--- src/rtl/eolsi_pkg.sv ---
// ----------------------------------------------------------------------------
// eolsi_pkg
// Shared types and constants for the even-odd lattice site indexer.
// ----------------------------------------------------------------------------
package eolsi_pkg;

  // Largest lattice extent in any direction
  localparam int MAX_EXTENT = 64;
  localparam int HALF_MAX   = MAX_EXTENT / 2;
  localparam int RESET_HALF = 2;

  // Field widths fixed by the interface
  localparam int CW        = 6;   // coordinate
  localparam int CFG_W     = 6;   // config write data
  localparam int CFG_IDX_W = 1;   // config register index
  localparam int IDX_W     = 24;  // index result

  // Derived internal widths
  localparam int LOG    = $clog2(MAX_EXTENT);
  localparam int HALF_W = $clog2(((HALF_MAX > RESET_HALF) ? HALF_MAX : RESET_HALF) + 1);
  localparam int EXT_W  = LOG + 1;        // LT, LS
  localparam int S2_W   = 2 * LOG + 1;    // LS^2, x + LS*t
  localparam int S3_W   = 3 * LOG + 1;    // LS^3, y + LS*(...)
  localparam int LEX_W  = 4 * LOG + 1;    // lexicographic position, volume
  localparam int CMP_W  = (CW > EXT_W) ? CW : EXT_W;

  // Config register indexes
  localparam logic [CFG_IDX_W-1:0] CFG_TIME_HALF  = CFG_IDX_W'(0);
  localparam logic [CFG_IDX_W-1:0] CFG_SPACE_HALF = CFG_IDX_W'(1);

  // Direction slots in the wrap flag vectors
  localparam int DIR_Z = 0;
  localparam int DIR_Y = 1;
  localparam int DIR_X = 2;
  localparam int DIR_T = 3;

  typedef struct packed {
    logic [CW-1:0] t_coord;
    logic [CW-1:0] x_coord;
    logic [CW-1:0] y_coord;
    logic [CW-1:0] z_coord;
  } in_req_t;

  typedef struct packed {
    logic [IDX_W-1:0] site_index;
    logic [IDX_W-1:0] up_t;
    logic [IDX_W-1:0] down_t;
    logic [IDX_W-1:0] up_x;
    logic [IDX_W-1:0] down_x;
    logic [IDX_W-1:0] up_y;
    logic [IDX_W-1:0] down_y;
    logic [IDX_W-1:0] up_z;
    logic [IDX_W-1:0] down_z;
    logic             bad_coordinate;
  } out_rsp_t;

  // Per-site status carried down the pipe
  typedef struct packed {
    logic       bad;
    logic       odd;
    logic [3:0] top;    // coordinate is at extent - 1
    logic [3:0] zero;   // coordinate is 0
  } site_flags_t;

  // Hand-off from the position stages to the neighbor stages
  typedef struct packed {
    site_flags_t        flags;
    logic [EXT_W-1:0]   ls;
    logic [S2_W-1:0]    ls2;
    logic [S3_W-1:0]    ls3;
    logic [LEX_W-1:0]   vol;
    logic [LEX_W-1:0]   lex;
  } base_t;

endpackage

--- src/rtl/even_odd_lattice_site_indexer.sv ---
// A request passes the six stage registers, one site each, to out_valid.
// Throughput: one request per cycle unless a full pipe meets out_ready low.
// The pipe stalls per stage from out_ready back to in_ready, filling bubbles.
// Reset (rst_n low, synchronous) empties the pipe and sets both half extents
// to 2 (a 4x4x4x4 lattice).
// ----------------------------------------------------------------------------
// even_odd_lattice_site_indexer
// Even-odd lexicographic index of a 4D lattice site and of its eight wrapped
// nearest neighbors.
// ----------------------------------------------------------------------------
module even_odd_lattice_site_indexer (
  input  logic                            clk,
  input  logic                            rst_n,
  // site requests
  input  eolsi_pkg::in_req_t              in_req,
  input  logic                            in_valid,
  output logic                            in_ready,
  // index results
  output eolsi_pkg::out_rsp_t             out_rsp,
  output logic                            out_valid,
  input  logic                            out_ready,
  // configuration writes
  input  logic                            cfg_we,
  input  logic [eolsi_pkg::CFG_IDX_W-1:0] cfg_index,
  input  logic [eolsi_pkg::CFG_W-1:0]     cfg_data
);
  import eolsi_pkg::*;

  // Stage map:
  //   1  range check, parity, wrap flags, LS^2, x + LS*t
  //   2  LS^3, y + LS*(x + LS*t)
  //   3  volume LT*LS^3, lex = z + LS*(...)
  //   4  wrap deltas (L-1)*stride, taken from the strides as L*stride - stride
  //   5  eight neighbor positions: lex +/- stride, or the opposite wrap
  //   6  halve, add volume/2 on the odd sublattice, zero on a bad site
  // Lattice extents are even, so every neighbor has the opposite parity.

  logic [HALF_W-1:0] t_half;
  logic [HALF_W-1:0] s_half;
  base_t             base;
  logic              base_valid;
  logic              base_ready;

  // Half extents; user must write only with the pipe empty; not enforced
  eolsi_cfg u_cfg (
    .clk       (clk),
    .rst_n     (rst_n),
    .cfg_we    (cfg_we),
    .cfg_index (cfg_index),
    .cfg_data  (cfg_data),
    .t_half    (t_half),
    .s_half    (s_half)
  );

  // Stages 1-3: lexicographic position and lattice sizes
  eolsi_base u_base (
    .clk        (clk),
    .rst_n      (rst_n),
    .in_req     (in_req),
    .in_valid   (in_valid),
    .in_ready   (in_ready),
    .t_half     (t_half),
    .s_half     (s_half),
    .base       (base),
    .base_valid (base_valid),
    .base_ready (base_ready)
  );

  // Stages 4-6: neighbors and even-odd indices; stage 6 is the output register
  eolsi_nbr u_nbr (
    .clk        (clk),
    .rst_n      (rst_n),
    .base       (base),
    .base_valid (base_valid),
    .base_ready (base_ready),
    .out_rsp    (out_rsp),
    .out_valid  (out_valid),
    .out_ready  (out_ready)
  );

endmodule

--- src/rtl/eolsi_cfg.sv ---
// ----------------------------------------------------------------------------
// eolsi_cfg
// Half-extent registers with clamping on write.
// ----------------------------------------------------------------------------
module eolsi_cfg (
  input  logic                            clk,
  input  logic                            rst_n,
  input  logic                            cfg_we,
  input  logic [eolsi_pkg::CFG_IDX_W-1:0] cfg_index,
  input  logic [eolsi_pkg::CFG_W-1:0]     cfg_data,
  output logic [eolsi_pkg::HALF_W-1:0]    t_half,
  output logic [eolsi_pkg::HALF_W-1:0]    s_half
);
  import eolsi_pkg::*;

  logic [HALF_W-1:0] t_half_r, t_half_nxt;
  logic [HALF_W-1:0] s_half_r, s_half_nxt;
  logic [HALF_W-1:0] clamped;

  // zero stores as one, too large stores as the maximum
  always_comb begin
    if (cfg_data == '0) begin
      clamped = HALF_W'(1);
    end else if (int'(cfg_data) > HALF_MAX) begin
      clamped = HALF_W'(HALF_MAX);
    end else begin
      clamped = HALF_W'(cfg_data);
    end
  end

  always_comb begin
    t_half_nxt = t_half_r;
    s_half_nxt = s_half_r;
    if (cfg_we) begin
      case (cfg_index)
        CFG_TIME_HALF:  t_half_nxt = clamped;
        CFG_SPACE_HALF: s_half_nxt = clamped;
        default: ;
      endcase
    end
  end

  always_ff @(posedge clk) begin
    if (!rst_n) begin
      t_half_r <= HALF_W'(RESET_HALF);
      s_half_r <= HALF_W'(RESET_HALF);
    end else begin
      t_half_r <= t_half_nxt;
      s_half_r <= s_half_nxt;
    end
  end

  assign t_half = t_half_r;
  assign s_half = s_half_r;

endmodule

--- src/rtl/eolsi_base.sv ---
// ----------------------------------------------------------------------------
// eolsi_base
// Three stages: range check and flags, Horner chain for the lexicographic
// position, powers of LS and the lattice volume.
// ----------------------------------------------------------------------------
module eolsi_base (
  input  logic                         clk,
  input  logic                         rst_n,
  input  eolsi_pkg::in_req_t           in_req,
  input  logic                         in_valid,
  output logic                         in_ready,
  input  logic [eolsi_pkg::HALF_W-1:0] t_half,
  input  logic [eolsi_pkg::HALF_W-1:0] s_half,
  output eolsi_pkg::base_t             base,
  output logic                         base_valid,
  input  logic                         base_ready
);
  import eolsi_pkg::*;

  typedef struct packed {
    site_flags_t      flags;
    logic [EXT_W-1:0] lt;
    logic [EXT_W-1:0] ls;
    logic [S2_W-1:0]  ls2;
    logic [S2_W-1:0]  hor1;
    logic [CW-1:0]    y;
    logic [CW-1:0]    z;
  } st1_t;

  typedef struct packed {
    site_flags_t      flags;
    logic [EXT_W-1:0] lt;
    logic [EXT_W-1:0] ls;
    logic [S2_W-1:0]  ls2;
    logic [S3_W-1:0]  ls3;
    logic [S3_W-1:0]  hor2;
    logic [CW-1:0]    z;
  } st2_t;

  st1_t  st1_r, st1_nxt;
  st2_t  st2_r, st2_nxt;
  base_t st3_r, st3_nxt;
  logic  v1_r, v2_r, v3_r;
  logic  rdy1, rdy2, rdy3;

  logic [EXT_W-1:0]      lt, ls;
  logic [EXT_W+CW-1:0]   prod_lt;
  logic [2*EXT_W-1:0]    prod_ls2;
  logic [EXT_W+S2_W-1:0] prod_ls3;
  logic [EXT_W+S2_W-1:0] prod_h2;
  logic [EXT_W+S3_W-1:0] prod_vol;
  logic [EXT_W+S3_W-1:0] prod_lex;

  // bubble-collapsing handshake
  assign rdy3     = !v3_r || base_ready;
  assign rdy2     = !v2_r || rdy3;
  assign rdy1     = !v1_r || rdy2;
  assign in_ready = rdy1;

  // stage 1
  always_comb begin
    lt       = EXT_W'({t_half, 1'b0});
    ls       = EXT_W'({s_half, 1'b0});
    prod_lt  = ls * in_req.t_coord;
    prod_ls2 = ls * ls;

    st1_nxt.flags.bad = (CMP_W'(in_req.t_coord) >= CMP_W'(lt)) ||
                        (CMP_W'(in_req.x_coord) >= CMP_W'(ls)) ||
                        (CMP_W'(in_req.y_coord) >= CMP_W'(ls)) ||
                        (CMP_W'(in_req.z_coord) >= CMP_W'(ls));
    st1_nxt.flags.odd = in_req.t_coord[0] ^ in_req.x_coord[0] ^
                        in_req.y_coord[0] ^ in_req.z_coord[0];
    st1_nxt.flags.top[DIR_T]  = (CMP_W'(in_req.t_coord) + CMP_W'(1)) == CMP_W'(lt);
    st1_nxt.flags.top[DIR_X]  = (CMP_W'(in_req.x_coord) + CMP_W'(1)) == CMP_W'(ls);
    st1_nxt.flags.top[DIR_Y]  = (CMP_W'(in_req.y_coord) + CMP_W'(1)) == CMP_W'(ls);
    st1_nxt.flags.top[DIR_Z]  = (CMP_W'(in_req.z_coord) + CMP_W'(1)) == CMP_W'(ls);
    st1_nxt.flags.zero[DIR_T] = in_req.t_coord == '0;
    st1_nxt.flags.zero[DIR_X] = in_req.x_coord == '0;
    st1_nxt.flags.zero[DIR_Y] = in_req.y_coord == '0;
    st1_nxt.flags.zero[DIR_Z] = in_req.z_coord == '0;

    st1_nxt.lt   = lt;
    st1_nxt.ls   = ls;
    st1_nxt.ls2  = S2_W'(prod_ls2);
    st1_nxt.hor1 = S2_W'(prod_lt) + S2_W'(in_req.x_coord);
    st1_nxt.y    = in_req.y_coord;
    st1_nxt.z    = in_req.z_coord;
  end

  // stage 2
  always_comb begin
    prod_ls3 = st1_r.ls2 * st1_r.ls;
    prod_h2  = st1_r.hor1 * st1_r.ls;

    st2_nxt.flags = st1_r.flags;
    st2_nxt.lt    = st1_r.lt;
    st2_nxt.ls    = st1_r.ls;
    st2_nxt.ls2   = st1_r.ls2;
    st2_nxt.ls3   = S3_W'(prod_ls3);
    st2_nxt.hor2  = S3_W'(prod_h2) + S3_W'(st1_r.y);
    st2_nxt.z     = st1_r.z;
  end

  // stage 3
  always_comb begin
    prod_vol = st2_r.ls3 * st2_r.lt;
    prod_lex = st2_r.hor2 * st2_r.ls;

    st3_nxt.flags = st2_r.flags;
    st3_nxt.ls    = st2_r.ls;
    st3_nxt.ls2   = st2_r.ls2;
    st3_nxt.ls3   = st2_r.ls3;
    st3_nxt.vol   = LEX_W'(prod_vol);
    st3_nxt.lex   = LEX_W'(prod_lex) + LEX_W'(st2_r.z);
  end

  always_ff @(posedge clk) begin
    if (!rst_n) begin
      v1_r <= 1'b0;
      v2_r <= 1'b0;
      v3_r <= 1'b0;
    end else begin
      if (rdy1) v1_r <= in_valid;
      if (rdy2) v2_r <= v1_r;
      if (rdy3) v3_r <= v2_r;
    end
  end

  always_ff @(posedge clk) begin
    if (rdy1 && in_valid) st1_r <= st1_nxt;
    if (rdy2 && v1_r)     st2_r <= st2_nxt;
    if (rdy3 && v2_r)     st3_r <= st3_nxt;
  end

  assign base       = st3_r;
  assign base_valid = v3_r;

endmodule

--- src/rtl/eolsi_nbr.sv ---
// ----------------------------------------------------------------------------
// eolsi_nbr
// Three stages: wrap deltas, neighbor positions, even-odd index and output
// register.
// ----------------------------------------------------------------------------
module eolsi_nbr (
  input  logic                 clk,
  input  logic                 rst_n,
  input  eolsi_pkg::base_t     base,
  input  logic                 base_valid,
  output logic                 base_ready,
  output eolsi_pkg::out_rsp_t  out_rsp,
  output logic                 out_valid,
  input  logic                 out_ready
);
  import eolsi_pkg::*;

  typedef struct packed {
    site_flags_t      flags;
    logic [EXT_W-1:0] ls;
    logic [S2_W-1:0]  ls2;
    logic [S3_W-1:0]  ls3;
    logic [LEX_W-1:0] lex;
    logic [LEX_W-2:0] half_vol;
    logic [EXT_W-1:0] dz;
    logic [S2_W-1:0]  dy;
    logic [S3_W-1:0]  dx;
    logic [LEX_W-1:0] dt;
  } st4_t;

  typedef struct packed {
    site_flags_t      flags;
    logic [LEX_W-1:0] lex;
    logic [LEX_W-2:0] half_vol;
    logic [LEX_W-1:0] up_t, dn_t, up_x, dn_x, up_y, dn_y, up_z, dn_z;
  } st5_t;

  st4_t     st4_r, st4_nxt;
  st5_t     st5_r, st5_nxt;
  out_rsp_t st6_r, st6_nxt;
  logic     v4_r, v5_r, v6_r;
  logic     rdy4, rdy5, rdy6;

  // halve, then add half the volume for the odd sublattice
  function automatic logic [IDX_W-1:0] eo_idx(input logic [LEX_W-1:0] lex,
                                              input logic [LEX_W-2:0] hv,
                                              input logic             odd);
    logic [LEX_W-1:0] sum;
    sum = (lex >> 1) + (odd ? LEX_W'(hv) : '0);
    return IDX_W'(sum);
  endfunction

  assign rdy6       = !v6_r || out_ready;
  assign rdy5       = !v5_r || rdy6;
  assign rdy4       = !v4_r || rdy5;
  assign base_ready = rdy4;

  // stage 4: (L-1)*stride per direction, from the strides already at hand
  always_comb begin
    st4_nxt.flags    = base.flags;
    st4_nxt.ls       = base.ls;
    st4_nxt.ls2      = base.ls2;
    st4_nxt.ls3      = base.ls3;
    st4_nxt.lex      = base.lex;
    st4_nxt.half_vol = base.vol[LEX_W-1:1];
    st4_nxt.dz       = base.ls - EXT_W'(1);
    st4_nxt.dy       = base.ls2 - S2_W'(base.ls);
    st4_nxt.dx       = base.ls3 - S3_W'(base.ls2);
    st4_nxt.dt       = base.vol - LEX_W'(base.ls3);
  end

  // stage 5: one step or a wrap across the lattice
  always_comb begin
    st5_nxt.flags    = st4_r.flags;
    st5_nxt.lex      = st4_r.lex;
    st5_nxt.half_vol = st4_r.half_vol;
    st5_nxt.up_t = st4_r.flags.top[DIR_T] ? st4_r.lex - st4_r.dt
                                          : st4_r.lex + LEX_W'(st4_r.ls3);
    st5_nxt.dn_t = st4_r.flags.zero[DIR_T] ? st4_r.lex + st4_r.dt
                                           : st4_r.lex - LEX_W'(st4_r.ls3);
    st5_nxt.up_x = st4_r.flags.top[DIR_X] ? st4_r.lex - LEX_W'(st4_r.dx)
                                          : st4_r.lex + LEX_W'(st4_r.ls2);
    st5_nxt.dn_x = st4_r.flags.zero[DIR_X] ? st4_r.lex + LEX_W'(st4_r.dx)
                                           : st4_r.lex - LEX_W'(st4_r.ls2);
    st5_nxt.up_y = st4_r.flags.top[DIR_Y] ? st4_r.lex - LEX_W'(st4_r.dy)
                                          : st4_r.lex + LEX_W'(st4_r.ls);
    st5_nxt.dn_y = st4_r.flags.zero[DIR_Y] ? st4_r.lex + LEX_W'(st4_r.dy)
                                           : st4_r.lex - LEX_W'(st4_r.ls);
    st5_nxt.up_z = st4_r.flags.top[DIR_Z] ? st4_r.lex - LEX_W'(st4_r.dz)
                                          : st4_r.lex + LEX_W'(1);
    st5_nxt.dn_z = st4_r.flags.zero[DIR_Z] ? st4_r.lex + LEX_W'(st4_r.dz)
                                           : st4_r.lex - LEX_W'(1);
  end

  // stage 6: neighbors always sit on the other sublattice
  always_comb begin
    st6_nxt = '0;
    st6_nxt.bad_coordinate = st5_r.flags.bad;
    if (!st5_r.flags.bad) begin
      st6_nxt.site_index = eo_idx(st5_r.lex,  st5_r.half_vol,  st5_r.flags.odd);
      st6_nxt.up_t       = eo_idx(st5_r.up_t, st5_r.half_vol, !st5_r.flags.odd);
      st6_nxt.down_t     = eo_idx(st5_r.dn_t, st5_r.half_vol, !st5_r.flags.odd);
      st6_nxt.up_x       = eo_idx(st5_r.up_x, st5_r.half_vol, !st5_r.flags.odd);
      st6_nxt.down_x     = eo_idx(st5_r.dn_x, st5_r.half_vol, !st5_r.flags.odd);
      st6_nxt.up_y       = eo_idx(st5_r.up_y, st5_r.half_vol, !st5_r.flags.odd);
      st6_nxt.down_y     = eo_idx(st5_r.dn_y, st5_r.half_vol, !st5_r.flags.odd);
      st6_nxt.up_z       = eo_idx(st5_r.up_z, st5_r.half_vol, !st5_r.flags.odd);
      st6_nxt.down_z     = eo_idx(st5_r.dn_z, st5_r.half_vol, !st5_r.flags.odd);
    end
  end

  always_ff @(posedge clk) begin
    if (!rst_n) begin
      v4_r <= 1'b0;
      v5_r <= 1'b0;
      v6_r <= 1'b0;
    end else begin
      if (rdy4) v4_r <= base_valid;
      if (rdy5) v5_r <= v4_r;
      if (rdy6) v6_r <= v5_r;
    end
  end

  always_ff @(posedge clk) begin
    if (rdy4 && base_valid) st4_r <= st4_nxt;
    if (rdy5 && v4_r)       st5_r <= st5_nxt;
    if (rdy6 && v5_r)       st6_r <= st6_nxt;
  end

  assign out_rsp   = st6_r;
  assign out_valid = v6_r;

endmodule

--- config.mk ---
export PLATFORM = sky130hd
export DESIGN_NAME = even_odd_lattice_site_indexer
export DESIGN_NICKNAME = d
export VERILOG_FILES = /design/src/rtl/eolsi_pkg.sv /design/src/rtl/even_odd_lattice_site_indexer.sv /design/src/rtl/eolsi_cfg.sv /design/src/rtl/eolsi_base.sv /design/src/rtl/eolsi_nbr.sv
export SDC_FILE = /design/constraint.sdc
export NUM_CORES = 2
export LEC_CHECK = 0
export ABC_AREA = 1
export ABC_CLOCK_PERIOD_IN_PS = 18830
export BUFFER_PORTS_ARGS = -buffer_cell sky130_fd_sc_hd__buf_4
export CAP_MARGIN = 20
export CORE_MARGIN = 2
export CORE_UTILIZATION = 40
export DETAILED_ROUTE_END_ITERATION = 12
export PLACE_DENSITY = 0.58
export SETUP_SLACK_MARGIN = 0.5
export SLEW_MARGIN = 20
export SYNTH_ARGS = -nofsm -noshare
export SYNTH_HDL_FRONTEND = slang
export SYNTH_SLANG_ARGS = --single-unit
--- constraint.sdc ---
create_clock -name clk -period 18.83 [get_ports clk]
set_input_delay 0.9415 -clock clk [delete_from_list [all_inputs] [get_ports clk]]
set_output_delay 0.9415 -clock clk [all_outputs]
set_load 0.01 [all_outputs]
==> results.txt <==
- Result of the run: complete, no violations
- Setup slack after placement: 13610 ps
- Summed over all instances, the cell type with the most area after synthesis is sky130_fd_sc_hd__edfxtp_1.
* Vert. Die Dim: 398 um
* Via count normalized by instance count: 5.20
- In this run, synthesis produced a sequential element count of 808.
- In this run the standard cell core region covers 0.154 mm2.
- Summing all non-filler instances in the final layout gives an area of 0.0699 mm2.
* Maximum number of pins on one net before global-route repair: 95
- I/O pins: 255
- For flop-to-flop paths, the worst setup slack is 13650 ps.
* Seq/Total Area, Yosys: 38.7%
* Max VDD drop: 112 uV
- Share of post-route cells with drive strength above 1: 6.80%
- Total power draw: 8.04 mW
- Dominant cells by area after synthesis: sky130_fd_sc_hd__edfxtp_1 (38%), sky130_fd_sc_hd__ha_1 (12%), sky130_fd_sc_hd__nand2_1 (9.0%), sky130_fd_sc_hd__fa_1 (7.9%), sky130_fd_sc_hd__inv_1 (7.3%)
* Setup TNS: 0 ps
- Clock latency on the worst-skew pair: 740 ps
* WL final: 197000 um
- Max-slew headroom at the worst pin: 23.8%
- Across the run, the number of max-cap violations was 0.
- Hold Path Sink: u_base.st2_r[0]
- For the worst setup path, the data arrival time is 5660 ps.
* Reg-to-Reg Start: u_base.st2_r[58]
- In this run the critical register-to-register path is captured at u_base.base[23].
* Row cnt: 144
* Worst Hold Class: reg2reg
- Fin crit period: 5180 ps
- The number of hold-slack violations in the final timing report was 0.
- Starting Density: 40.4%
* Avg Synthesized Cell Area: 8.67 um2
- Drt drc: 0
- Once routing completed, OpenROAD measured the worst setup slack at 13650 ps.
- The synthesized netlist devotes 19.5% of its cell area to adder and majority cells.
* Final GP Congestion: 0.945
- After synthesis, the netlist uses 53 different library cells.
- Share of the cycle needed by the critical path after routing: 27.5%
* Compound-Gate Fraction of Synth Area: 12.1%
- Post-synth top area share: 38.1%
- The worst hold path begins at u_base.st1_r[0].
- The cell count after synthesis came out at 7179.
* Final count of negative-setup-slack endpoints: 0
* Die Area: 0.159 mm2
* Num CTS Buffers: 93
* Required time of the worst setup path: 19310 ps
* Kind of end point of the critical path: flip-flop
- TritonCTS built the clock tree.
- At the pin with the least slew margin, the transition time is 1140 ps.
- H-Tree Depth: 3
- Counting cells, the worst reg-to-reg path comes to 19.
- Counting every net in the synthesized netlist gives 8038.
* Number of detailed-route iterations in the first pass: 8
* Post-synthesis simple-gate area fraction: 16.2%
- First-pass GRT wire length: 296000 um
* Post-route antenna net violation count: 0
- The number of hold buffers added after CTS was 0.
- Measured against the total synthesized area, the mux share comes to 0%.
- After synthesis, the share of flip-flops with an asynchronous set or reset is 0%.
- Xor and xnor area share after synthesis: 5.51%
* Max frequency: 0.193 GHz
* Setup repair after global routing missed its margin: no
- The total overflow left after global routing is 0.
- During placement, the flow inserted port buffers numbering 254.
- In this run the static leakage power is 32.8 nW.
- STA classifies the critical path startpoint as a flip-flop.
- Nets@finish: 8339
- Number of gates resized after cts: 0
- Warnings from Yosys: 0
* Ys flop type: sky130_fd_sc_hd__edfxtp_1
- Setup CP Type: reg2reg
* Buffers inserted during post-CTS setup optimization: 0
* Total GRT Usage: 24.7%
* Detailed Route Iter0 Violations: 3926
* Number of flops mapped to enable cells by yosys: 790
- Antenna violations before repair: 6
- Along the worst hold path, the cell count comes to 0.
- Detailed placement ended at an HPWL of 150000 um.
- Post-Place Cells: 9428
- Netlist Area Pre-Place: 0.0622 mm2
* Die span in x: 398 um
- In this run the worst path has a maximum fanout of 26.
* Number of global-route vias before repair: 49.1k
* Max Transition Viols Final: 0
- Between clock sinks in the finished design, the worst skew comes to 42.1 ps.
- The finished layout holds 9606 standard cells, fillers aside.
- The routed layout has 50.0k vias.
- The tree built by TritonCTS fans out to 808 sinks.
* Wire length per cell after detailed routing: 20.5 um
- After clock tree synthesis, the clock-pin slew on the worst setup and hold paths is 60 ps.
- The root buffer cell chosen for the clock tree is sky130_fd_sc_hd__clkbuf_16.
* Combinational family with the most area after synthesis: adder cells
* Areal power density over the cells: 115 mW/mm2
* Post-DP Area: 0.0668 mm2
- The area growth from synthesis to layout is 12.4%.
- In this run the deepest clock path goes through 3 buffers.
-- Yosys cell counts (all sizes together) (2+ instances only) --
master and number:
nand3 230, dfxtp 18, a21oi 644, edfxtp 790
o2111ai 2, and3 3, a31oi 35, xor2 262
nor4 40, nand3b 6, a221oi 8, nor3 80
or2 15, a211oi 37, clkinv 2, o21a 45
nand4 58, o211ai 18, o221ai 6, clkbuf 95
o31ai 6, and2 6, a22oi 2, inv 1221
o21ai 467, nor2 502, o21bai 44, nor3b 14
a21boi 21, a21o 28, ha 578, xnor2 129
nand2 1502, buf 13, o211a 2, fa 245
-- layout by cell type, fill, tap and decap left out, types with 37 or more instances in the layout --
master,count
sky130_fd_sc_hd__edfxtp_1,790
sky130_fd_sc_hd__nor4_1,40
sky130_fd_sc_hd__a21oi_1,643
sky130_fd_sc_hd__fa_1,245
sky130_fd_sc_hd__clkbuf_16,95
sky130_fd_sc_hd__buf_4,313
sky130_fd_sc_hd__xor2_1,261
sky130_fd_sc_hd__ha_1,578
sky130_fd_sc_hd__o21bai_1,44
sky130_fd_sc_hd__o21ai_0,463
sky130_fd_sc_hd__nand4_1,58
sky130_fd_sc_hd__nor3_1,79
sky130_fd_sc_hd__nand2_1,1496
sky130_fd_sc_hd__a211oi_1,37
sky130_fd_sc_hd__o21a_1,45
sky130_fd_sc_hd__nor2_1,489
sky130_fd_sc_hd__inv_1,1214
sky130_fd_sc_hd__xnor2_1,129
sky130_fd_sc_hd__nand3_1,226
-- where the power goes --
part	internal (mW)	switching (mW)	leakage, nW
logic	1.32	2.46	23.9
clock network	1.08	0.810	1.52
registers	2.24	0.137	7.41
total	4.63	3.40	32.8
-- logic make-up after synthesis --
logic type / after synthesis
xor gates and xnor gates: 391
buffers and inverters: 1331
and+or+nand+nor: 2456
DFF: 808
AOI/OAI and AO/OA: 1370
adders and majority gates: 823
-- per-layer routing --
metal	up-vias	wire (um)	track usage, %
met2	1463	93600	42.1
met5	-	19	0
met3	304	10100	2.56
met4	4	7640	9.02
li1	24500	-	-
met1	23700	85300	32.3
-- sequential cells by signal (all words and copies together) (netlist names) --
register           cells
u_base.base           86
u_base.base_valid      1
u_base.st1_r          56
u_base.st2_r          71
u_base.v1_r            1
u_base.v2_r            1
u_cfg.s_half           6
u_cfg.t_half           6
u_nbr.out_rsp        208
u_nbr.out_valid        1
u_nbr.st4_r          139
u_nbr.st5_r          230
u_nbr.v4_r             1
u_nbr.v5_r             1
-- critical path, cell delays in order (launching register included) --
cell and delay [ps]:
sky130_fd_sc_hd__edfxtp_1 1100, sky130_fd_sc_hd__nand2_1 110, sky130_fd_sc_hd__inv_1 110, sky130_fd_sc_hd__fa_1 430, sky130_fd_sc_hd__fa_1 500, sky130_fd_sc_hd__inv_1 60
sky130_fd_sc_hd__fa_1 530, sky130_fd_sc_hd__inv_1 50, sky130_fd_sc_hd__ha_1 380, sky130_fd_sc_hd__nand2_2 110, sky130_fd_sc_hd__nor2_1 240, sky130_fd_sc_hd__nand3_1 140
sky130_fd_sc_hd__nand4_1 210, sky130_fd_sc_hd__nand2_1 110, sky130_fd_sc_hd__nor2_1 240, sky130_fd_sc_hd__nand3_1 180, sky130_fd_sc_hd__nor2_2 220, sky130_fd_sc_hd__nand3_1 90
sky130_fd_sc_hd__nand2_1 80, sky130_fd_sc_hd__inv_1 30
-- per-stage QoR --
stage / hold slack, ps / util (%)
final: 405 / 45.3
after global placement: 401 / 43.3
after floorplan: 400 / -
after CTS: 387 / 45.3
after detailed placement: 405 / 43.3
after global routing: 419 / 45.3
-- worst max-delay path by stage --
stage                                  end              from  cells after the start  slack (ps)
after detailed placement   u_base.base[20]  u_base.st2_r[58]                     21       13610
final                      u_base.base[23]  u_base.st2_r[58]                     19       13650
after CTS                  u_base.base[20]  u_base.st2_r[58]                     21       13610
after global placement     u_base.base[24]  u_base.st2_r[58]                     22       13610
after floorplan           u_nbr.out_rsp[0]         out_ready                      2        8340
after global routing       u_base.base[23]  u_base.st2_r[58]                     21       13210
-- final cells by class --
class                   count  area, um2
diodes                      2       5.00
clock buffers             109       2430
clock inverters            66        718
fillers                 15100      84300
inverters                1223       4610
multi-input cells        5040      33200
flip-flops and latches    808      24100
well taps                2044       2560
repair buffers            314       2360
No activity file was read; power rests on OpenSTA's default activity.
